`config.mk`:
```
export PLATFORM = sky130hd
export DESIGN_NAME = gcba_mult
export DESIGN_NICKNAME = d
export VERILOG_FILES = /design/src/gcba_pkg.sv /design/src/gcba_mult.sv
export SDC_FILE = /design/constraint.sdc
export NUM_CORES = 2
export LEC_CHECK = 0
export BUFFER_PORTS_ARGS = -buffer_cell sky130_fd_sc_hd__buf_2
export CORE_UTILIZATION = 55
export DETAILED_ROUTE_END_ITERATION = 8
export PLACE_DENSITY = 0.74
export RECOVER_POWER = 25
export SLEW_MARGIN = 10
export SYNTH_ARGS = -nofsm -noshare
export SYNTH_HDL_FRONTEND = slang
export SYNTH_SLANG_ARGS = --single-unit
```
`constraint.sdc`:
```
create_clock -name i_clk -period 14.15 [get_ports i_clk]
set_input_delay 1.415 -clock i_clk [delete_from_list [all_inputs] [get_ports i_clk]]
set_output_delay 1.415 -clock i_clk [all_outputs]
set_load 0.01 [all_outputs]
```
`src/gcba_pkg.sv`:
```
// Shared constants, codes and stage records of the ghost cell address generator.
`timescale 1ns / 1ps

package gcba_pkg;

    localparam int FIELD_W       = 16;
    localparam int CFG_W         = 48;
    localparam int CFG_IDX_W     = 3;
    localparam int INDEX_W       = 32;
    localparam int DEFAULT_MAX_DIM = 1024;

    // configuration register indexes
    localparam logic [CFG_IDX_W-1:0] CFG_GRID_DIMS    = 3'd0;
    localparam logic [CFG_IDX_W-1:0] CFG_ACTIVE_START = 3'd1;
    localparam logic [CFG_IDX_W-1:0] CFG_ACTIVE_END   = 3'd2;
    localparam logic [CFG_IDX_W-1:0] CFG_BLOCK_OFFSET = 3'd3;
    localparam logic [CFG_IDX_W-1:0] CFG_DOMAIN_DIMS  = 3'd4;

    // face normal axis codes
    localparam logic [1:0] AXIS_X    = 2'd0;
    localparam logic [1:0] AXIS_Y    = 2'd1;
    localparam logic [1:0] AXIS_Z    = 2'd2;
    localparam logic [1:0] AXIS_NONE = 2'd3;

    // boundary kinds
    localparam logic [2:0] KIND_REFLECT  = 3'd0;
    localparam logic [2:0] KIND_OUTFLOW  = 3'd1;
    localparam logic [2:0] KIND_INFLOW   = 3'd2;
    localparam logic [2:0] KIND_PERIODIC = 3'd3;

    // mover actions
    localparam logic [2:0] ACT_SKIP   = 3'd0;
    localparam logic [2:0] ACT_COPY   = 3'd1;
    localparam logic [2:0] ACT_NEG    = 3'd2;
    localparam logic [2:0] ACT_INFLOW = 3'd3;
    localparam logic [2:0] ACT_ERROR  = 3'd4;

    // after decode: coordinates, strides and table terms
    typedef struct packed {
        logic                           ok;
        logic                           copy;
        logic [2:0]                     act;
        logic [2:0][FIELD_W-1:0]        pos;
        logic [2:0][INDEX_W-1:0]        src;
        logic [FIELD_W-1:0]             g0;
        logic [INDEX_W-1:0]             gxy;
        logic [FIELD_W:0]               ta;
        logic [FIELD_W:0]               tb;
        logic [FIELD_W-1:0]             dt;
    } t_s1;

    // after the multipliers: terms of the three sums
    typedef struct packed {
        logic                           ok;
        logic                           copy;
        logic [2:0]                     act;
        logic [FIELD_W-1:0]             d0;
        logic [INDEX_W-1:0]             dy;
        logic [INDEX_W-1:0]             dz;
        logic [INDEX_W-1:0]             s0;
        logic [INDEX_W-1:0]             sy;
        logic [INDEX_W-1:0]             sz;
        logic [FIELD_W:0]               ta;
        logic [INDEX_W-1:0]             tm;
    } t_s2;

endpackage

```
`src/gcba_mult.sv`:
```
// Second stage: row, plane and table products, truncated to 32 bits.
`timescale 1ns / 1ps

module gcba_mult
    import gcba_pkg::*;
(
    input  logic i_clk,
    input  logic i_rst_n,
    input  logic i_v,
    input  t_s1  i_s,
    output logic o_v,
    output t_s2  o_s
);

    logic r_v;
    t_s2  r_s;
    t_s2  n_s;

    always_comb begin
        n_s.ok   = i_s.ok;
        n_s.copy = i_s.copy;
        n_s.act  = i_s.act;
        n_s.d0   = i_s.pos[0];
        n_s.dy   = INDEX_W'(i_s.pos[1]) * INDEX_W'(i_s.g0);
        n_s.dz   = INDEX_W'(i_s.pos[2]) * i_s.gxy;
        n_s.s0   = i_s.src[0];
        n_s.sy   = i_s.src[1] * INDEX_W'(i_s.g0);
        n_s.sz   = i_s.src[2] * i_s.gxy;
        n_s.ta   = i_s.ta;
        n_s.tm   = INDEX_W'(i_s.tb) * INDEX_W'(i_s.dt);
    end

    always_ff @(posedge i_clk) begin
        if (!i_rst_n) begin
            r_v <= 1'b0;
        end else begin
            r_v <= i_v;
        end
        r_s <= n_s;
    end

    assign o_v = r_v;
    assign o_s = r_s;

endmodule

```
# == Word-level counts from Yosys, hierarchy flattened ==
# Cells that the tools add are included.
# totals
reg_bits,231
latch_bits,0
ramBits,0
rom_bits,0
input_bits,250
out_inout_bits,231
wordCells,17
memories,0
# classes
add_sub_neg,0
n_mul,5
n_div,0
n_lt_le_gt_ge,0
eq_ne,0
shifts,0
n_mux,0
bitwise_logic,0
reduce_logical,0
# ops
cell,n
multiplier 16 x 16 -> 32 bit,1
multiplier 16 x 32 -> 32 bit,1
multiplier 17 x 16 -> 32 bit,1
multiplier 32 x 16 -> 32 bit,1
multiplier 32 x 32 -> 32 bit,1

# == Longest topological paths before layout ==
# depth
word_depth,1
depth_mapped,26
depth_no_buf,25

# == Worst setup path before layout ==
# OpenSTA, ideal clock, no wires.
# synth_timing
path_type,input-to-reg
startpoint,in i_s[83] in the netlist's numbering
endpoint,"reg r_s, in the netlist o_s[207]"
setup_ns,0.073
t_arrival_ns,7.645
required_time_ns,14.077
slack_ns,6.432
stages,25
path_buffers,3
path_cell_list,clkbuf_1 clkbuf_1 nand2_1 fa_1 inv_1 fa_1 inv_1 fa_1 fa_1 inv_1 fa_1 inv_1 fa_1 inv_1 ha_1 clkbuf_2 a21oi_1 nand2_1 o221ai_2 o211ai_2 a2111oi_2 nor3_1 or4b_1 a2111o_1 o211ai_2
# synth_lines
element,line_no,text
start: declaration,gcba_mult.sv:10,"input t_s1 i_s,"
end signal: assignment,gcba_mult.sv:39,r_s <= n_s;
end: declaration,gcba_mult.sv:16,t_s2 r_s;

==> results_dict.tcl <==
set metrics [dict create \
    status "complete, but fails checks" \
    violations "max-capacitance violations, max-slew violations" \
    track_usage_pct 29.3 \
    die_x_um 332 \
    antenna_found_initial 25 \
    synth_common_cells "inv_1 (1502), fa_1 (1417), nand2_1 (1174)" \
    viasPerCell 5.39 \
    hold_viol 0 \
    max_freq_mhz 119 \
    cp.required_ns 14.68 \
    min_to "o_s[223]" \
    hold_path_class "primary input to register" \
    cts_resized 0 \
    synth_compound_area_share_pct 3.64 \
    critPathCaptureType "register" \
    syn_inst 6595 \
    grt_pass1_wl_um 256000 \
    finalMaxSlewViolations 82 \
    synth-seq-cells 231 \
    holdBufCountCts 0 \
    fin_tns_setup_ns 0 \
    critical_path_class "primary input to register" \
    initial_core_util_pct 55.7 \
    core-area_um2 107000 \
    drtPass1Iterations 7 \
    die_h_um 332 \
    syn_area_um2 59800 \
    drt_iter0_markers 2414 \
    overflow 0 \
    place_hpwl_um 119000 \
    cts_setup_buffers 0 \
    vias 44500 \
    period_share_pct 59.5 \
    drive_above_1_share_pct 7.68 \
    synth_edf_count 0 \
    synth.most_common_cell "inv_1" \
    yosysWarnings 0 \
    synth_nets 8720 \
    worstPathArrival_ns 8.94 \
    fill_cells 9237 \
    rsz0062_at_grt "no" \
    setup_viol_count_final 0 \
    drtAntennaViolNets 0 \
    h-tree-depth 1 \
    max_cap_viol_count 2 \
    drc_errors 0 \
    routed_wl_um 155000 \
    cts.clk_slew.worst_paths_ns 0.07 \
    synth_cell_types 64 \
    worst_pin_slew_ns 2.69 \
    fp-row-count 120 \
    synth_top_area_share_pct 47.5 \
    die_area_um2 110000 \
    synthArstFlopShare_pct 0 \
    synth_top_area_cell "fa_1" \
    synth_xor_area_share_pct 3.57 \
    tritoncts "built" \
    pin_count 481 \
    drt-wirelength-per-cell_um 18.7 \
    grt_pass1_vias 49200 \
    clk_path_buf_depth 3 \
    min_from "i_s[208]" \
    cp-start-kind "primary input" \
    gp_congestion 0.924 \
    seqCellArea_um2 4620 \
    synthMuxAreaShare_pct 0 \
    nNetsFinal 8939 \
    path_max_fanout 25 \
    numCtsBuffers 31 \
    root_buffer "clkbuf_16" \
    yosys.area_share.simple_pct 16.6 \
    multi_input_area_um2 48300 \
    synth-main-ff-cell "dfxtp_1" \
    synth_top_family_by_area "adder cells" \
    slew_headroom_pct -79.1 \
    io_buffers 480 \
    synth_adder_area_share_pct 57.0 \
    fin_crit_ns 8.42 \
    synth_area_leaders "fa_1 (47%), ha_1 (9.6%), inv_1 (9.4%), dfxtp_1 (7.7%), and2_1 (7.6%)" \
    cts_sinks 231 \
    area_growth_pct 6.89 \
    whs_path_depth 1 \
    avgSynthCellArea_um2 9.06 \
    grt_max_degree 49 \
    seq_area_frac_synth_pct 7.74 \
]
-- cell usage in the layout, fill, tap and decap left out, drive strengths merged, types with 9 or more instances in the layout --
cell and n:
xnor2 186, nand2b 16, o21ai 66, nor2b 9, inv 1511, nand2 1174
and3 9, dfxtp 231, clkbuf 83, nand3 17, buf 456, o21bai 10
fa 1417, nor3 25, a21o 49, ha 458, xor2 58, a211oi 16
nor2 85, o21a 19, a21oi 104, and2 724
-- worst max-delay path by stage --
stage / slack, ns / start / cells after the start / endpoint
floorplan: 6.43 / i_s[83] / 25 / o_s[207]
global placement: 5.83 / i_s[53] / 22 / o_s[76]
detailed placement: 5.69 / i_s[57] / 22 / o_s[76]
CTS: 6.40 / i_s[57] / 22 / o_s[76]
global route: 5.28 / i_s[50] / 21 / o_s[176]
finish: 5.73 / i_s[50] / 21 / o_s[176]
-- worst max-delay path: stages --
cell and delay [ns]:
clkbuf_1 0.92, clkbuf_1 0.96, nand2_1 0.16, fa_1 0.45, fa_1 0.53, inv_1 0.05
ha_1 0.18, fa_1 0.49, inv_1 0.06, fa_1 0.52, inv_1 0.05, fa_1 0.49
ha_1 0.27, or4_1 0.48, o22ai_1 0.40, o311ai_1 0.20, a21oi_1 0.54, o21ai_0 0.25
a21oi_1 0.27, o21ai_1 0.12, xnor2_1 0.13
-- metal layers --
layer,wire length (um),GRT usage (%)
met1,58600,36.8
met2,76800,50.2
met3,12900,5.55
met4,6210,10.7
met5,197,0
-- cell families (layout without fill, tap and decap cells) --
family                     Yosys count  after routing
adders and majority gates         1875           1875
buffers and inverters             1815           2059
AOI/OAI and AO/OA                  337            337
other                                0              7
DFF                                231            231
xor gates and xnor gates           244            244
and+or+nand+nor                   2093           2093
-- layout make-up --
class,instances,share of cell area [%]
Sequential cell,231,7.24
Tap cell,1403,2.75
Clock buffer,40,1.35
Clock inverter,18,0.272
Antenna cell,7,0.0274
Multi-Input combinational cell,4549,75.7
Timing Repair Buffer,499,3.89
Inverter,1502,8.82
-- stage by stage --
step	cells	instance area, um2	worst slack, ns	hold WS (ns)	util (%)
2_1_floorplan	6595	59800	6.43	1.44	-
3_3_place_gp	8184	62900	5.83	1.52	58.6
3_5_place_dp	8184	62900	5.69	1.52	58.6
4_1_cts	8242	63900	6.40	0.796	59.6
5_1_grt	8246	63900	5.28	0.814	59.5
6_report	8249	63900	5.73	0.849	59.5
-- flip-flops by register name, summed over array words and instances, names as in the netlist --
signal	count
o_v	1
o_s	230
Power is left out: the tool's default activity adds up to more than one toggle a clock period on the data nets, which glitch-free logic cannot reach.
