===== config.mk =====
export PLATFORM = sky130hd
export DESIGN_NAME = gcba_decode
export DESIGN_NICKNAME = d
export VERILOG_FILES = /design/src/gcba_pkg.sv /design/src/gcba_decode.sv
export SDC_FILE = /design/constraint.sdc
export NUM_CORES = 1
export LEC_CHECK = 0
export ABC_CLOCK_PERIOD_IN_PS = 10100
export BUFFER_PORTS_ARGS = -buffer_cell sky130_fd_sc_hd__buf_4
export CAP_MARGIN = 30
export CORE_AREA = 2 2 215 217
export CTS_CLUSTER_DIAMETER = 100
export DETAILED_ROUTE_END_ITERATION = 10
export DIE_AREA = 0 0 217 219
export MAX_ROUTING_LAYER = met4
export PLACE_DENSITY = 0.81
export SLEW_MARGIN = 20
export SYNTH_ARGS = -nofsm -noshare
export SYNTH_HDL_FRONTEND = slang
export SYNTH_SLANG_ARGS = --single-unit

===== constraint.sdc =====
create_clock -name i_clk -period 10.1 [get_ports i_clk]
set_input_delay 0 -clock i_clk [delete_from_list [all_inputs] [get_ports i_clk]]
set_output_delay 0 -clock i_clk [all_outputs]
set_load 0.1 [all_outputs]

===== src/gcba_pkg.sv =====
// Shared constants, codes and stage records of the ghost cell address generator.
`timescale 1ns / 1ps

package gcba_pkg;

    localparam int FIELD_W       = 16;
    localparam int CFG_W         = 48;
    localparam int CFG_IDX_W     = 3;
    localparam int INDEX_W       = 32;
    localparam int DEFAULT_MAX_DIM = 1024;

    // configuration register indexes
    localparam logic [CFG_IDX_W-1:0] CFG_GRID_DIMS    = 3'd0;
    localparam logic [CFG_IDX_W-1:0] CFG_ACTIVE_START = 3'd1;
    localparam logic [CFG_IDX_W-1:0] CFG_ACTIVE_END   = 3'd2;
    localparam logic [CFG_IDX_W-1:0] CFG_BLOCK_OFFSET = 3'd3;
    localparam logic [CFG_IDX_W-1:0] CFG_DOMAIN_DIMS  = 3'd4;

    // face normal axis codes
    localparam logic [1:0] AXIS_X    = 2'd0;
    localparam logic [1:0] AXIS_Y    = 2'd1;
    localparam logic [1:0] AXIS_Z    = 2'd2;
    localparam logic [1:0] AXIS_NONE = 2'd3;

    // boundary kinds
    localparam logic [2:0] KIND_REFLECT  = 3'd0;
    localparam logic [2:0] KIND_OUTFLOW  = 3'd1;
    localparam logic [2:0] KIND_INFLOW   = 3'd2;
    localparam logic [2:0] KIND_PERIODIC = 3'd3;

    // mover actions
    localparam logic [2:0] ACT_SKIP   = 3'd0;
    localparam logic [2:0] ACT_COPY   = 3'd1;
    localparam logic [2:0] ACT_NEG    = 3'd2;
    localparam logic [2:0] ACT_INFLOW = 3'd3;
    localparam logic [2:0] ACT_ERROR  = 3'd4;

    // after decode: coordinates, strides and table terms
    typedef struct packed {
        logic                           ok;
        logic                           copy;
        logic [2:0]                     act;
        logic [2:0][FIELD_W-1:0]        pos;
        logic [2:0][INDEX_W-1:0]        src;
        logic [FIELD_W-1:0]             g0;
        logic [INDEX_W-1:0]             gxy;
        logic [FIELD_W:0]               ta;
        logic [FIELD_W:0]               tb;
        logic [FIELD_W-1:0]             dt;
    } t_s1;

    // after the multipliers: terms of the three sums
    typedef struct packed {
        logic                           ok;
        logic                           copy;
        logic [2:0]                     act;
        logic [FIELD_W-1:0]             d0;
        logic [INDEX_W-1:0]             dy;
        logic [INDEX_W-1:0]             dz;
        logic [INDEX_W-1:0]             s0;
        logic [INDEX_W-1:0]             sy;
        logic [INDEX_W-1:0]             sz;
        logic [FIELD_W:0]               ta;
        logic [INDEX_W-1:0]             tm;
    } t_s2;

endpackage


===== src/gcba_decode.sv =====
// First stage: face existence, ghost and source coordinates, action, plane stride and table terms.
`timescale 1ns / 1ps

module gcba_decode
    import gcba_pkg::*;
#(
    parameter int MAX_DIM = DEFAULT_MAX_DIM
) (
    input  logic               i_clk,
    input  logic               i_rst_n,
    input  logic               i_take,
    input  logic [1:0]         i_axis,
    input  logic               i_side,
    input  logic [FIELD_W-1:0] i_layer,
    input  logic [FIELD_W-1:0] i_coord_a,
    input  logic [FIELD_W-1:0] i_coord_b,
    input  logic [2:0]         i_boundary_kind,
    input  logic               i_negate_on_reflect,
    input  logic [CFG_W-1:0]   i_grid,
    input  logic [CFG_W-1:0]   i_start_cfg,
    input  logic [CFG_W-1:0]   i_end_cfg,
    input  logic [CFG_W-1:0]   i_offset,
    input  logic [CFG_W-1:0]   i_domain,
    output logic               o_v,
    output t_s1                o_s
);

    localparam logic [FIELD_W-1:0] MaxDim = FIELD_W'(MAX_DIM);

    logic [2:0][FIELD_W-1:0] g;
    logic [2:0][FIELD_W-1:0] s_cfg;
    logic [2:0][FIELD_W-1:0] e_cfg;
    logic [2:0][FIELD_W-1:0] o_cfg;
    logic [2:0][FIELD_W-1:0] d_cfg;

    logic               r_v;
    t_s1                r_s;
    t_s1                n_s;

    for (genvar k = 0; k < 3; k++) begin : g_unpack
        logic [FIELD_W-1:0] raw;
        assign raw      = i_grid[FIELD_W*k +: FIELD_W];
        assign g[k]     = (raw > MaxDim) ? MaxDim : raw;
        assign s_cfg[k] = i_start_cfg[FIELD_W*k +: FIELD_W];
        assign e_cfg[k] = i_end_cfg[FIELD_W*k +: FIELD_W];
        assign o_cfg[k] = i_offset[FIELD_W*k +: FIELD_W];
        assign d_cfg[k] = i_domain[FIELD_W*k +: FIELD_W];
    end

    always_comb begin
        logic [1:0]         ax;
        logic [1:0]         u;
        logic [1:0]         v;
        logic [FIELD_W-1:0] g_ax;
        logic [FIELD_W-1:0] s_ax;
        logic [FIELD_W-1:0] e_ax;
        logic [FIELD_W-1:0] o_ax;
        logic [FIELD_W-1:0] d_ax;
        logic [FIELD_W:0]   hi_sum;
        logic [FIELD_W+1:0] hi_layer;
        logic               lo_ok;
        logic               hi_ok;
        logic [FIELD_W-1:0] p;
        logic [INDEX_W-1:0] l32;
        logic [INDEX_W-1:0] s32;
        logic [INDEX_W-1:0] e32;
        logic [INDEX_W-1:0] sp;
        ax = (i_axis == AXIS_NONE) ? AXIS_X : i_axis;
        case (ax)
            AXIS_X: begin
                u = AXIS_Y;
                v = AXIS_Z;
            end
            AXIS_Y: begin
                u = AXIS_X;
                v = AXIS_Z;
            end
            default: begin
                u = AXIS_X;
                v = AXIS_Y;
            end
        endcase
        g_ax = g[ax];
        s_ax = s_cfg[ax];
        e_ax = e_cfg[ax];
        o_ax = o_cfg[ax];
        d_ax = d_cfg[ax];

        hi_sum   = {1'b0, o_ax} + {1'b0, g_ax};
        hi_layer = {2'b00, i_layer} + {2'b00, e_ax} + (FIELD_W+2)'(1);
        lo_ok    = (o_ax == '0) && (i_layer < s_ax);
        hi_ok    = (hi_sum == {1'b0, d_ax}) && (hi_layer < {2'b00, g_ax});

        n_s.ok = (i_axis != AXIS_NONE) && (d_ax > FIELD_W'(1))
               && (i_side ? hi_ok : lo_ok)
               && (i_coord_a < g[u]) && (i_coord_b < g[v]);

        p   = i_side ? hi_layer[FIELD_W-1:0] : i_layer;
        l32 = INDEX_W'(i_layer);
        s32 = INDEX_W'(s_ax);
        e32 = INDEX_W'(e_ax);

        // source position along the normal, modulo 2^32
        case (i_boundary_kind)
            KIND_REFLECT: begin
                sp    = i_side ? (e32 - l32) : ((s32 << 1) - INDEX_W'(1) - l32);
                n_s.act = i_negate_on_reflect ? ACT_NEG : ACT_COPY;
            end
            KIND_OUTFLOW: begin
                sp    = i_side ? e32 : s32;
                n_s.act = ACT_COPY;
            end
            KIND_INFLOW: begin
                sp    = '0;
                n_s.act = ACT_INFLOW;
            end
            KIND_PERIODIC: begin
                sp    = i_side ? (s32 + l32) : (l32 + e32 - s32 + INDEX_W'(1));
                n_s.act = ACT_COPY;
            end
            default: begin
                sp    = '0;
                n_s.act = ACT_ERROR;
            end
        endcase
        n_s.copy = (n_s.act == ACT_COPY) || (n_s.act == ACT_NEG);

        for (int k = 0; k < 3; k++) begin
            if (2'(k) == ax) begin
                n_s.pos[k] = p;
                n_s.src[k] = sp;
            end else begin
                n_s.pos[k] = (2'(k) == u) ? i_coord_a : i_coord_b;
                n_s.src[k] = INDEX_W'(n_s.pos[k]);
            end
        end

        n_s.g0  = g[0];
        n_s.gxy = INDEX_W'(g[0]) * INDEX_W'(g[1]);

        if (i_axis == AXIS_X) begin
            n_s.ta = {1'b0, i_coord_a} + {1'b0, o_cfg[1]};
            n_s.tb = {1'b0, i_coord_b} + {1'b0, o_cfg[2]};
            n_s.dt = d_cfg[1];
        end else begin
            n_s.ta = {1'b0, i_coord_a} + {1'b0, o_cfg[0]};
            n_s.tb = {1'b0, i_coord_b} + {1'b0, o_cfg[v]};
            n_s.dt = d_cfg[0];
        end
    end

    always_ff @(posedge i_clk) begin
        if (!i_rst_n) begin
            r_v <= 1'b0;
        end else begin
            r_v <= i_take;
        end
        r_s <= n_s;
    end

    assign o_v = r_v;
    assign o_s = r_s;

endmodule


# == Word level (Yosys, flattened, before mapping) ==
# Index checks and enable logic that the tools add are counted.
# totals
romBits,0
mem_count,0
ram_bits,0
elab_cells,111
out_inout_bits,248
inputBits,298
reg_bits,248
latchBits,0
# classes
addsub,14
n_eq_ne,13
n_div,0
muxes,40
n_lt_le_gt_ge,11
reduce_logical,14
multipliers,1
n_shift,0
bitwise,0
# op_table
op,count
two-way mux 16 bit,22
binary-select mux 16 bit (select 2 bit),8
adder 16 x 16 -> 17 bit,8
one-hot mux 32 bit (3 select lines),1
two-way mux 32 bit,2
two-way mux 50 bit,1
greater-than comparator 16 x 11 -> 1 bit (second input constant),3
less-than comparator 16 bit,3
multiplier 16 x 16 -> 32 bit,1
adder 18 x 2 -> 19 bit (second input constant),1
subtractor 18 x 17 -> 19 bit,1
adder 17 x 1 -> 18 bit (second input constant),1
less-than comparator 18 x 16 -> 1 bit,1
subtractor 17 x 1 -> 18 bit (second input constant),1
subtractor 17 x 16 -> 18 bit,1
== test 17 x 16 -> 1 bit,1
subtractor 16 x 16 -> 17 bit,1
greater-than comparator 16 x 1 -> 1 bit (second input constant),1
logical NOT 16 bit,1
== test 3 x 2 -> 1 bit (second input constant),3
less-than comparator 2 x 3 -> 1 bit (second input constant),3
one-hot mux 3 bit (3 select lines),1
== test 3 x 1 -> 1 bit (second input constant),2
logical AND 1 bit,6
other kinds (13),19

# == Longest topological paths before layout ==
# depth
word_depth,12
mapped_depth,31
mapped_depth_nobuf,28

# == Worst setup path after synthesis ==
# No wires, ideal clock.
# synth_timing
kind,input-to-reg
start,in i_grid[30]
end,"reg r_s, in the netlist o_s[72]"
path_slack_ps,3290
setup_ps,72
path_buffers,2
arrival_ps,6738
cell_stages,26
cell_sequence,or4_4 > or2_2 > a21oi_1 > clkbuf_1 > and2_1 > clkbuf_1 > nand2_1 > fa_1 > fa_1 > fa_1 > inv_1 > fa_1 > fa_1 > inv_1 > fa_1 > inv_1 > ha_1 > and4_1 > a22o_1 > o311ai_0 > a21oi_1 > nor4_1 > nor4_1 > a21oi_1 > nor2b_1 > xnor2_1
# synth_rtl
element,line_no,rtl
start: declaration,gcba_decode.sv:19,"input logic [CFG_W-1:0] i_grid,"
end signal: assignment,gcba_decode.sv:158,r_s <= n_s;
end: declaration,gcba_decode.sv:37,t_s1 r_s;

==> results.tsv <==
metric	value	unit
run status	finished, final reports clean	
grt ovf	0	
post-place setup slack	2.207	ns
count leader, synth	inv_1	
vias	25722	
P per Cell Area	229.8	nW/um^2
top_reg_cell synth	dfxtp_1	
Leakage Power	15.81	nW
Syn Inst Count	2970	
vias in the first global route	25297	
largest net degree at the start of global routing	76	
synth cell count leaders	inv_1 (371), ha_1 (301), nand2_1 (227)	
crit path launch type	input pin	
Crit Path Max Fanout	13	
vias per cell	5.904	
final max-slew violation count	0	
worst rel slew slack	0.2591	
final critical-path share of the clock period	0.7471	
# DRC	0	
critical path arrival	8.06	ns
TritonCTS Sinks	209	
number of buffers created by CTS	26	
syn_area_per_cell	8.482	sq um
Root Driver	clkbuf_16	
largest area contributor in the netlist	fa_1	
post-synthesis async set-or-reset flop share	0	
Max clock buf depth	3	
Critical Path End Type	register	
achievable clock frequency	0.1325	GHz
Setup TNS	0	ns
synthesis-to-finish area growth	29.24	%
DRT iter0 DRCs	2442	
crit path kind	in -> reg	
IO Count	546	
Nets	4545	
CTS HTree Levels	1	
antenna violations before repair	8	
first-pass GRT wire length	151200	um
Setup-failing EPs final	0	
area share of the largest cell type after synthesis	0.1716	
Max Cap Violations	0	
Hold WS	0.01125	ns
dpl hpwl	79610	um
Final min period	7.546	ns
Worst EP required	10.61	ns
register area share after synthesis	0.1661	
Synth cell types	90	
die area	47520	sq um
core box area	45090	sq um
fin area	32560	sq um
DRT Pass-1 Iters	6	
largest cells by area after synthesis	fa_1 (17%), dfxtp_1 (17%), ha_1 (15%), inv_1 (5.5%), xnor2_1 (4.2%)	
final hold vios	0	
Worst-Margin Slew	1.107	ns
WL/cell	23.40	um
layout cells sized above 1	0.1891	
total routed wirelength	102000	um
Initial Util	0.5587	
Chip Width	217	um
GPL Wtd Cong	1.091	
antenna viol nets, final	0	
CTS tree	built	
port bufs	545	
Seq cells post-synth	209	
Cell Rows	78	
RSZ-0062 raised after global routing	false	
synthesized cell area	25190	sq um
final worst slack	2.554	ns
peak supply drop	0.7784	mV
Total Routing Usage GR	0.4359	
EDFF count, synth	0	
Setup Buffers After CTS	0	
yosys warns	0	
Die Span Y	219	um
Total Power	7.482	mW
fill count	3660	
HP Class	in -> reg	
Placed Area	30150	sq um
Worst-path clk slew	0.06	ns
==> routing by layer <==
metal  vias to the layer above  part of all wire  track usage
met5                         -                 0            -
met4                         0             0.085       0.2945
li1                      11593                 -            -
met2                      1582              0.45       0.6900
met1                     12076              0.36       0.4960
met3                       471              0.10      0.09647
==> power by group <==
group / leakage, nW / internal (mW) / total [mW] / switching [mW]
clock: 0.456 / 0.623 / 1.06 / 0.438
combinational: 13.6 / 1.85 / 5.36 / 3.51
sequential: 1.75 / 1.01 / 1.06 / 0.0559
total: 15.8 / 3.48 / 7.48 / 4.00
==> sequential cells by signal (all words and copies together) (netlist names) <==
| register | cells |
|---|---|
| o_s | 208 |
| o_v | 1 |
==> worst max-delay path: stages <==
cell           delay (ns)
dlygate4sd3_1        0.53
buf_4                0.15
nor4_1               0.24
nand3_1              0.10
a21oi_1              0.65
nand2_1              0.53
nor2_1               0.29
fa_1                 0.46
inv_1                0.08
fa_1                 0.44
fa_1                 0.53
inv_1                0.07
fa_1                 0.50
fa_1                 0.51
inv_1                0.06
fa_1                 0.47
inv_1                0.04
ha_1                 0.34
and4_1               0.19
a22o_1               0.20
o311ai_0             0.52
a21oi_1              0.19
nor4_1               0.34
nor4_1               0.09
a21oi_1              0.16
nor2b_1              0.20
xnor2_1              0.14
==> cell families (layout without fill, tap and decap cells) <==
group,Yosys count,in the layout,share of synthesized area
AND/OR/NAND/NOR,719,719,0.1333
AO/OA/AOI/OAI,694,694,0.1780
buffers and inverters,524,1145,0.08503
adder cells (fa/ha/maj),517,517,0.3211
flip-flops,209,209,0.1661
XOR/XNOR,156,156,0.05423
multiplexers,149,149,0.06183
other,2,168,0.0002981
==> worst paths after layout <==
kind,cells after the start,endpoint,slack (ns),from
max,27,o_s[72],2.55,i_grid[17]
min,4,o_s[24],0.01,i_offset[40]
==> stage by stage <==
step	util	cells
floorplan	-	3128
global placement	0.6682	4152
detailed placement	0.6687	4156
CTS	0.7209	4344
global route	0.7221	4356
finish	0.7221	4357
==> cell type report <==
type	count	area (sq um)	area share
multi-input cells	2395	19510	0.5990
repair buffers	718	5733	0.1761
flip-flops and latches	209	4184	0.1285
inverters	380	1426	0.04381
well taps	600	750.7	0.02306
clock buffers	30	685.7	0.02106
clock inverters	17	255.2	0.007839
diodes	8	20.02	0.0006148
==> placed cells by master, fill, tap and decap left out, drive strengths merged, types with 26 or more instances in the layout <==
cell         synthesis  layout
nor3                48      48
a21oi              195     195
dfxtp              209     209
nor2               216     216
a31oi               33      33
xor2                34      34
inv                372     378
clkbuf              88      33
mux2                50      50
dlygate4sd3          0     141
nor4                29      29
nand2              227     227
conb                 2     160
buf                 55     574
nand3               37      37
a211oi              30      30
o21bai              26      26
mux2i               99      99
nor2b               34      34
xnor2              122     122
a21o                42      42
ha                 301     301
fa                 216     216
o21ai              160     160
==> what timing repair did <==
item,in CTS,in global routing
endpoints found under the hold margin,153,0
gates resized for setup,0,0
endpoints found under the setup margin,0,0
hold buffers,141,0
Power figures use the tool's default switching activity.
