File: config.mk
export PLATFORM = sky130hd
export DESIGN_NAME = gcba_sum
export DESIGN_NICKNAME = d
export VERILOG_FILES = /design/src/gcba_pkg.sv /design/src/gcba_sum.sv
export SDC_FILE = /design/constraint.sdc
export NUM_CORES = 1
export LEC_CHECK = 0
export BUFFER_PORTS_ARGS = -buffer_cell sky130_fd_sc_hd__buf_4
export CAP_MARGIN = 5
export CORE_UTILIZATION = 29
export CTS_BUF_LIST = sky130_fd_sc_hd__clkbuf_4 sky130_fd_sc_hd__clkbuf_8 sky130_fd_sc_hd__clkbuf_16
export DETAILED_ROUTE_END_ITERATION = 12
export MAX_ROUTING_LAYER = met4
export PLACE_DENSITY = 0.49
export SLEW_MARGIN = 20
export SYNTH_ARGS = -nofsm -noshare
export SYNTH_HDL_FRONTEND = slang
export SYNTH_SLANG_ARGS = --single-unit
File: constraint.sdc
create_clock -name i_clk -period 7 [get_ports i_clk]
set_input_delay 0.35 -clock i_clk [delete_from_list [all_inputs] [get_ports i_clk]]
set_output_delay 0.35 -clock i_clk [all_outputs]
set_load 0.02 [all_outputs]
File: src/gcba_pkg.sv
// Shared constants, codes and stage records of the ghost cell address generator.
`timescale 1ns / 1ps

package gcba_pkg;

    localparam int FIELD_W       = 16;
    localparam int CFG_W         = 48;
    localparam int CFG_IDX_W     = 3;
    localparam int INDEX_W       = 32;
    localparam int DEFAULT_MAX_DIM = 1024;

    // configuration register indexes
    localparam logic [CFG_IDX_W-1:0] CFG_GRID_DIMS    = 3'd0;
    localparam logic [CFG_IDX_W-1:0] CFG_ACTIVE_START = 3'd1;
    localparam logic [CFG_IDX_W-1:0] CFG_ACTIVE_END   = 3'd2;
    localparam logic [CFG_IDX_W-1:0] CFG_BLOCK_OFFSET = 3'd3;
    localparam logic [CFG_IDX_W-1:0] CFG_DOMAIN_DIMS  = 3'd4;

    // face normal axis codes
    localparam logic [1:0] AXIS_X    = 2'd0;
    localparam logic [1:0] AXIS_Y    = 2'd1;
    localparam logic [1:0] AXIS_Z    = 2'd2;
    localparam logic [1:0] AXIS_NONE = 2'd3;

    // boundary kinds
    localparam logic [2:0] KIND_REFLECT  = 3'd0;
    localparam logic [2:0] KIND_OUTFLOW  = 3'd1;
    localparam logic [2:0] KIND_INFLOW   = 3'd2;
    localparam logic [2:0] KIND_PERIODIC = 3'd3;

    // mover actions
    localparam logic [2:0] ACT_SKIP   = 3'd0;
    localparam logic [2:0] ACT_COPY   = 3'd1;
    localparam logic [2:0] ACT_NEG    = 3'd2;
    localparam logic [2:0] ACT_INFLOW = 3'd3;
    localparam logic [2:0] ACT_ERROR  = 3'd4;

    // after decode: coordinates, strides and table terms
    typedef struct packed {
        logic                           ok;
        logic                           copy;
        logic [2:0]                     act;
        logic [2:0][FIELD_W-1:0]        pos;
        logic [2:0][INDEX_W-1:0]        src;
        logic [FIELD_W-1:0]             g0;
        logic [INDEX_W-1:0]             gxy;
        logic [FIELD_W:0]               ta;
        logic [FIELD_W:0]               tb;
        logic [FIELD_W-1:0]             dt;
    } t_s1;

    // after the multipliers: terms of the three sums
    typedef struct packed {
        logic                           ok;
        logic                           copy;
        logic [2:0]                     act;
        logic [FIELD_W-1:0]             d0;
        logic [INDEX_W-1:0]             dy;
        logic [INDEX_W-1:0]             dz;
        logic [INDEX_W-1:0]             s0;
        logic [INDEX_W-1:0]             sy;
        logic [INDEX_W-1:0]             sz;
        logic [FIELD_W:0]               ta;
        logic [INDEX_W-1:0]             tm;
    } t_s2;

endpackage

File: src/gcba_sum.sv
// Third stage: final index sums and the result register.
`timescale 1ns / 1ps

module gcba_sum
    import gcba_pkg::*;
(
    input  logic               i_clk,
    input  logic               i_rst_n,
    input  logic               i_v,
    input  t_s2                i_s,
    output logic               o_valid,
    output logic               o_cell_exists,
    output logic [INDEX_W-1:0] o_dest_index,
    output logic [INDEX_W-1:0] o_source_index,
    output logic [INDEX_W-1:0] o_table_index,
    output logic [2:0]         o_action
);

    logic               r_valid;
    logic               r_exists;
    logic [INDEX_W-1:0] r_dest;
    logic [INDEX_W-1:0] r_source;
    logic [INDEX_W-1:0] r_table;
    logic [2:0]         r_action;

    always_ff @(posedge i_clk) begin
        if (!i_rst_n) begin
            r_valid <= 1'b0;
        end else begin
            r_valid <= i_v;
        end
        // drop everything for a cell that does not exist
        r_exists <= i_s.ok;
        r_action <= i_s.ok ? i_s.act : ACT_SKIP;
        r_dest   <= i_s.ok ? (INDEX_W'(i_s.d0) + i_s.dy + i_s.dz) : '0;
        r_source <= (i_s.ok && i_s.copy) ? (i_s.s0 + i_s.sy + i_s.sz) : '0;
        r_table  <= i_s.ok ? (INDEX_W'(i_s.ta) + i_s.tm) : '0;
    end

    assign o_valid        = r_valid;
    assign o_cell_exists  = r_exists;
    assign o_dest_index   = r_dest;
    assign o_source_index = r_source;
    assign o_table_index  = r_table;
    assign o_action       = r_action;

endmodule

# ---- After elaboration in Yosys (flattened, before gate mapping)
# Index checks and enable logic that the tools add are counted.
dict set report totals {
  out_inout_bits 101
  wordCells 12
  inputBits 233
  ff_bits 101
}
dict set report op_classes {
  n_addsub 5
  n_reduce_logical 1
}
# operator count
set op_table {}
lappend op_table {{$add 32x32->32} 3}
lappend op_table {{$add 16x32->32} 1}
lappend op_table {{$add 17x32->32} 1}
lappend op_table {{$logic_and 1x1->1} 1}

# ---- Logic depth before layout (Yosys ltp)
# Gate-level depths: netlist of the first run.
dict set report logic_depth {
  ltp_word 2
  mapped_depth 13
  depth_no_buf 13
}

# ---- Least setup slack after synthesis of the first run
# OpenSTA, ideal clock, no wires.
dict set report synth_timing {
  path_kind {input port to flip-flop}
  from {in i_s[50] in the netlist's numbering}
  to {reg r_source[29] (netlist: o_source_index[29])}
  setup_ns 0.071
  path_stages 11
  t_arrival_ns 3.045
  n_path_buf 0
  setup_slack_ns 3.885
  required_ns 6.929
  path_cell_list {fa_1 > ha_1 > fa_1 > a211oi_1 > o21ai_1 > a211oi_1 > o211a_1 > o21ai_1 > a21o_1 > a311o_1 > a21oi_1}
}
dict set report synth_via {
  elab_chain_len 1
}
# element line
set synth_rtl {}
lappend synth_rtl {{from (decl)} gcba_sum.sv:10} ;# input t_s2 i_s,
lappend synth_rtl {{$add 32x32->32} gcba_sum.sv:36} ;# r_source <= (i_s.ok && i_s.copy) ? (i_s.s0 + i_s.sy + i_s.sz) : '0;
lappend synth_rtl {{to (signal assigned)} gcba_sum.sv:36}
lappend synth_rtl {{to (decl)} gcba_sum.sv:22} ;# logic [INDEX_W-1:0] r_source;
# Every way passes these cells.
# A chain may end at the register's enable or synchronous reset.

# ---- Final worst setup path of the first run
dict set report layout_timing {
  from {in i_s[146] in the netlist's numbering}
  to {reg r_dest[31] (netlist: o_dest_index[31])}
}
dict set report layout_via {
  elab_chain_len 1
}
# element line
set layout_rtl {}
lappend layout_rtl {{$add 32x32->32} gcba_sum.sv:35} ;# r_dest <= i_s.ok ? (INDEX_W'(i_s.d0) + i_s.dy + i_s.dz) : '0;
lappend layout_rtl {{to (signal assigned)} gcba_sum.sv:35}
lappend layout_rtl {{to (decl)} gcba_sum.sv:21} ;# logic [INDEX_W-1:0] r_dest;
# Every way passes these cells.

==> metrics.md, run 1 <==
| Metric | Value |
|---|---|
| Status | `finished, final reports clean` |
| CORE AREA | `~27,000 um2` |
| EDFF count, synth | `0` |
| Final setup viols | `0` |
| # rows | `60` |
| Fin crit share | `about half` |
| WL/cell | `around 16 um` |
| Syn Nets | `approximately 1,300` |
| Avg Cell Area, Syn | `8.91 um2` |
| RSZ-0062 raised after global routing | `false` |
| Mapped Cells | `about 910` |
| Overflow after GRT | `0` |
| Total Routing Usage GR | `18.8%` |
| # fillers | `around 2,800` |
| Die ar. | `28,500 um2` |
| Yosys top cell by area | `dfxtp_1` |
| Seq pwr share | `approximately 28%` |
| P&R area growth vs syn | `39.4%` |
| Hold-fix buffers at CTS | `0` |
| Initial antenna violation count | `2` |
| Post-synth top area share | `between 20% and 30%` |
| Num CTS Buffers | `9` |
| Max_slew headroom | `54.6%` |
| Clock slew at reported path FFs | `about 80 ps` |
| CP required | `7220 ps` |
| I/O pin total | `around 330` |
| Initial Util | `between 20% and 30%` |
| Synth cell count leaders | `dfxtp_1, nor2_1, ha_1` |
| Hold WS | `192 ps` |
| Clock power share | `22.3%` |
| Clock sink count | `approximately 100` |
| Post-cts sizing count | `0` |
| DR iter-0 viols | `roughly 330` |
| Flops & latches, synth | `101` |
| Final Net Count | `1,596` |
| Vias in the first global route | `approximately 7,700` |
| DRT Pass-1 Iters | `5` |
| Lkg Pwr | `between 5 and 6 nW` |
| Vias post-DR | `7,789` |
| Ys async rst share | `0%` |
| Total internal power | `around 1.5 mW` |
| Post-synthesis cell area | `between 8000 and 9000 um2` |
| Data arrival, critical path | `roughly 3800 ps` |
| Synth area leaders | `dfxtp_1, ha_1, fa_1, a21oi_1, nor2_1` |
| # DRC | `0` |
| Crit path max fanout | `5` |
| Post-synth cell types | `61` |
| GP Congestion | `roughly 0.87` |
| CTS root buffer | `clkbuf_16` |
| Net Sw Power | `962 uW` |
| Hold crit path type | `primary input to flip-flop` |
| Total wire length | `26,400 um` |
| Maximum vdd ir drop | `approximately 0.00011 V` |
| Crit path kind | `primary input to flip-flop` |
| Min cycle time layout | `approximately 3600 ps` |
| Combinational share of power | `49.6%` |
| # Max-Cap Violations | `0` |
| Post-CTS Setup Inserts | `0` |
| CP Launch Type | `primary input` |
| Largest net degree at the start of global routing | `55` |
| Fin. Hold Viols | `0` |
| Port bufs | `333` |
| First-pass GRT wire length | `a little over 40,000 um` |
| Most common cell in the synthesized netlist | `dfxtp_1` |
| Die Span Y | `169 um` |
| Ys Warns | `0` |
| Die width | `~170 um` |
| Hpwl dp | `22,000 um` |
| Dpl cells | `between 1,500 and 2,000` |
| CP endpoint kind | `flip-flop` |
| Setup TNS | `0 ps` |
| Reg area | `~2000 um2` |
| Vias per std cell | `between 4 and 5` |
| Layout cells sized above 1 | `roughly 30%` |
| Part of the Yosys area used for sequential elements | `25.0%` |
| CTS tree | `done` |
| Worst-case clock buffer depth | `2` |
| Max Freq | `~280 MHz` |
| Post-DRT Antenna Nets | `0` |
| Final-report max-slew violation count | `0` |
| Primary FF master, synth | `dfxtp_1` |
| H-tree levels | `3` |
| Measured slew at the worst slew-check pin | `678 ps` |
| Area of the multi-input gates | `between 5000 and 6000 um2` |
| Post-Layout Cell Count | `1,600` |
| Switching Fraction | `around two fifths` |
| Pwr Density | `~220 nW/um2` |
## worst paths after layout
| kind | from | to | slack, ps | cells past startpoint |
|---|---|---|---|---|
| setup / recovery | i_s[146] | o_dest_index[31] | 3420 | 12 |
| hold / removal | i_v | o_valid | 190 | 2 |
## worst max-delay path, stage by stage
cell	delay [ps]
buf_4	120
fa_1	480
ha_1	230
fa_1	480
a21oi_1	270
o211ai_1	150
a21oi_1	250
nor2_1	110
a31oi_1	540
o21ai_0	350
a221oi_1	340
o31ai_1	120
## power groups by stage
stage / registers [mW] / logic [mW] / clock network, mW
global route: 0.698 / 1.34 / 0.590
floorplan: 0.810 / 0.661 / 0
global placement: 0.703 / 1.22 / 0
detailed placement: 0.703 / 1.22 / 0
finish: 0.689 / 1.22 / 0.549
CTS: 0.691 / 1.23 / 0.573
## layer usage
layer,track usage (%),part of all wire (%)
met1,23.4,45
met2,31.1,48
met3,3.83,6.7
met4,4.15,0.95
met5,-,0
## cell usage in the layout (no fill, tap or decap), types with 13 or more instances in the layout
master	count
a211oi_1	14
a21o_1	39
a21oi_1	79
and2_1	14
buf_4	335
dfxtp_1	101
fa_1	50
ha_1	92
inv_1	30
nand2_1	42
nand3_1	23
nand4_1	13
nor2_1	94
nor3_1	21
o211ai_1	16
o21a_1	13
o21ai_0	45
xnor2_1	31
xor2_1	33
## metrics by stage
stage | cell area [um2] | total power [mW] | util (%) | setup slack (ps)
after floorplan | 8070 | 1.47 | - | 3880
final | 11300 | 2.46 | 41.5 | 3420
after global routing | 11300 | 2.63 | 41.5 | 3330
after detailed placement | 10900 | 1.92 | 40.4 | 3160
after CTS | 11200 | 2.49 | 41.5 | 3520
after global placement | 10900 | 1.93 | 40.4 | 3200
## state kept, by name, summed over array words and instances (netlist names)
register and cells:
o_dest_index 32, o_table_index 32, o_action 3, o_cell_exists 1
o_source_index 32, o_valid 1
## cells by family (layout without fill, tap and decap cells)
logic type	count (synthesis)	after routing	synth area share, %
simple gates	267	267	16.2
compound gates	266	266	21.8
fa+ha+maj	142	142	26.7
flops	101	101	25.0
xor+xnor	64	64	6.94
buf+inv	62	382	2.88
mux	4	4	0.496
other cells	0	2	0
## final cells by class
cell class / instances / area share, %
multi-input cells: 743 / 51.7
repair buffers: 335 / 22.4
flip-flops and latches: 101 / 18.0
inverters: 31 / 1.03
diodes: 2 / 0.0445
clock buffers: 10 / 2.12
well taps: 372 / 4.14
clock inverters: 6 / 0.634
(Power assumes the default switching activity.)
==> inputs of run 2 (changes only) <==
==> constraint.sdc (replaced) <==
create_clock -name i_clk -period 3.31 [get_ports i_clk]
set_input_delay 0.1655 -clock i_clk [delete_from_list [all_inputs] [get_ports i_clk]]
set_output_delay 0.1655 -clock i_clk [all_outputs]
set_load 0.02 [all_outputs]
==> run 2 against run 1 <==
Sequential power grew 110%. Total power grew 110%. Wire length grew 0.54%. Global-route usage grew 0.50 points. First-iteration DRC count grew 12%. Die area is the same. Via count is essentially flat. Count of clock-buffer cells in the layout shrank 1. Combinational power grew 120%. Sequential cell count is the same. Clock power grew 97%.
==> metrics.md, run 2 (synthesized netlist as in run 1, its figures left out) <==
| Metric | Value |
|---|---|
| First-pass GRT wire length | `approximately 42,000 um` |
| Crit path kind | `primary input to flip-flop` |
| Final Instance Area | `between 10,000 and 15,000 um2` |
| Layout cells sized above 1 | `a little under a third` |
| Vias per std cell | `4.82` |
| Worst-case clock buffer depth | `2` |
| CORE AREA | `~27,000 um2` |
| # fillers | `about 2,800` |
| Port bufs | `between 300 and 400` |
| Tot Pwr | `a little over 5 mW` |
| Max_slew headroom | `52.9%` |
| Setup TNS | `0 ps` |
| Most frequent cells in the layout | `buf_4, dfxtp_1, nor2_1` |
| GP Congestion | `between 0.8 and 0.9` |
| ANT cells | `0` |
| Post-cts sizing count | `0` |
| Overflow after GRT | `0` |
| Die ar. | `28,500 um2` |
| Clock slew at reported path FFs | `approximately 70 ps` |
| DRT Pass-1 Iters | `4` |
| CP endpoint kind | `flip-flop` |
| Hold path depth | `2` |
| Crit path max fanout | `5` |
| H-tree levels | `3` |
| I/O pin total | `334` |
| Pwr Density | `roughly 460 nW/um2` |
| P&R area growth vs syn | `40.8%` |
| Reg area | `just over 2000 um2` |
| DR iter-0 viols | `~370` |
| Post-DRT Antenna Nets | `0` |
| Final-report max-slew violation count | `0` |
| Clock sink count | `a little over 100` |
| Total internal power | `~3.1 mW` |
| Clock power share | `a little over a fifth` |
| Lkg Pwr | `between 5 and 6 nW` |
| Vias in the first global route | `between 7,000 and 8,000` |
| Measured slew at the worst slew-check pin | `roughly 700 ps` |
| Setup crit start | `i_s[146]` |
| Initial antenna violation count | `0` |
| Total wire length | `26,500 um` |
| # rows | `60` |
| Hold WS | `26.6 ps` |
| CTS root buffer | `clkbuf_16` |
| Final setup viols | `0` |
| Vias post-DR | `just under 8,000` |
| CTS tree | `done` |
| Largest net degree at the start of global routing | `43` |
| Hold crit path type | `primary input to flip-flop` |
| Final Net Count | `approximately 1,600` |
| CP required | `3540 ps` |
| Switching Fraction | `39.8%` |
| Fin crit share | `89.0%` |
| Area of the multi-input gates | `roughly 5800 um2` |
| WL/cell | `16.4 um` |
| Maximum vdd ir drop | `0.000219 V` |
| Net Sw Power | `2.06 mW` |
| Most common cell after layout, fill and taps aside | `buf_4` |
| Placement Cell Area | `approximately 11,000 um2` |
| Data arrival, critical path | `approximately 3200 ps` |
| Die Span Y | `around 170 um` |
| Core Util, Final | `between 40% and 50%` |
| CP Launch Type | `primary input` |
| Fin. Hold Viols | `0` |
| Hold Startpoint | `i_s[226]` |
| # Max-Cap Violations | `0` |
| Seq pwr share | `around 28%` |
| Die width | `approximately 170 um` |
| Initial Util | `between 20% and 30%` |
| Num CTS Buffers | `9` |
| Combinational share of power | `50.9%` |
| # DRC | `0` |
| Min cycle time layout | `about 2900 ps` |
| Status | `finished, final reports clean` |
| Hpwl dp | `22,300 um` |
| RSZ-0062 raised after global routing | `false` |
| Total Routing Usage GR | `about a fifth` |
| Max Freq | `339 MHz` |
## run 2: path summary, 6_finish.rpt
check | end | slack (ps)
worst min-delay path | o_action[1] | 30
worst max-delay path | o_dest_index[31] | 360
## run 2: final cells by class
class	instances	area share, %
Tap cell	372	4.10
Timing Repair Buffer	353	23.4
Sequential cell	101	17.8
Clock buffer	9	1.98
Multi-Input combinational cell	743	51.2
Clock inverter	7	0.506
Inverter	31	1.02
## run 2: timing repair
item,CTS,global route
hold buffers,4,0
endpoints found under the hold margin,3,0
setup buffers,0,0
## run 2: stage by stage
stage | setup slack, ps | instances
2_1_floorplan | 379 | 906
3_3_place_gp | 62.4 | 1596
3_5_place_dp | 25.7 | 1596
4_1_cts | 388 | 1616
5_1_grt | 181 | 1616
6_report | 363 | 1616
## run 2: worst max-delay path, cell delays in order
cell,delay (ps)
buf_4,110
fa_1,480
ha_1,230
fa_1,470
a21oi_1,250
o211ai_1,160
a21oi_1,230
nor2_1,100
a31oi_1,180
buf_4,180
o21ai_0,190
a221oi_1,310
o31ai_1,110
## run 2: routing by layer
metal | global-route usage, % | part of all wire [%]
met1 | 23.5 | 44
met2 | 32.2 | 48
met3 | 4.26 | 6.7
met4 | 4.62 | 1.5
met5 | - | 0
## run 2: power groups by stage
stage	Clock [mW]	Sequential, mW	Combinational, mW
after global placement	0	1.49	2.65
after CTS	1.13	1.46	2.66
final	1.08	1.46	2.64
after global routing	1.18	1.48	2.92
after floorplan	0	1.71	1.40
after detailed placement	0	1.49	2.64
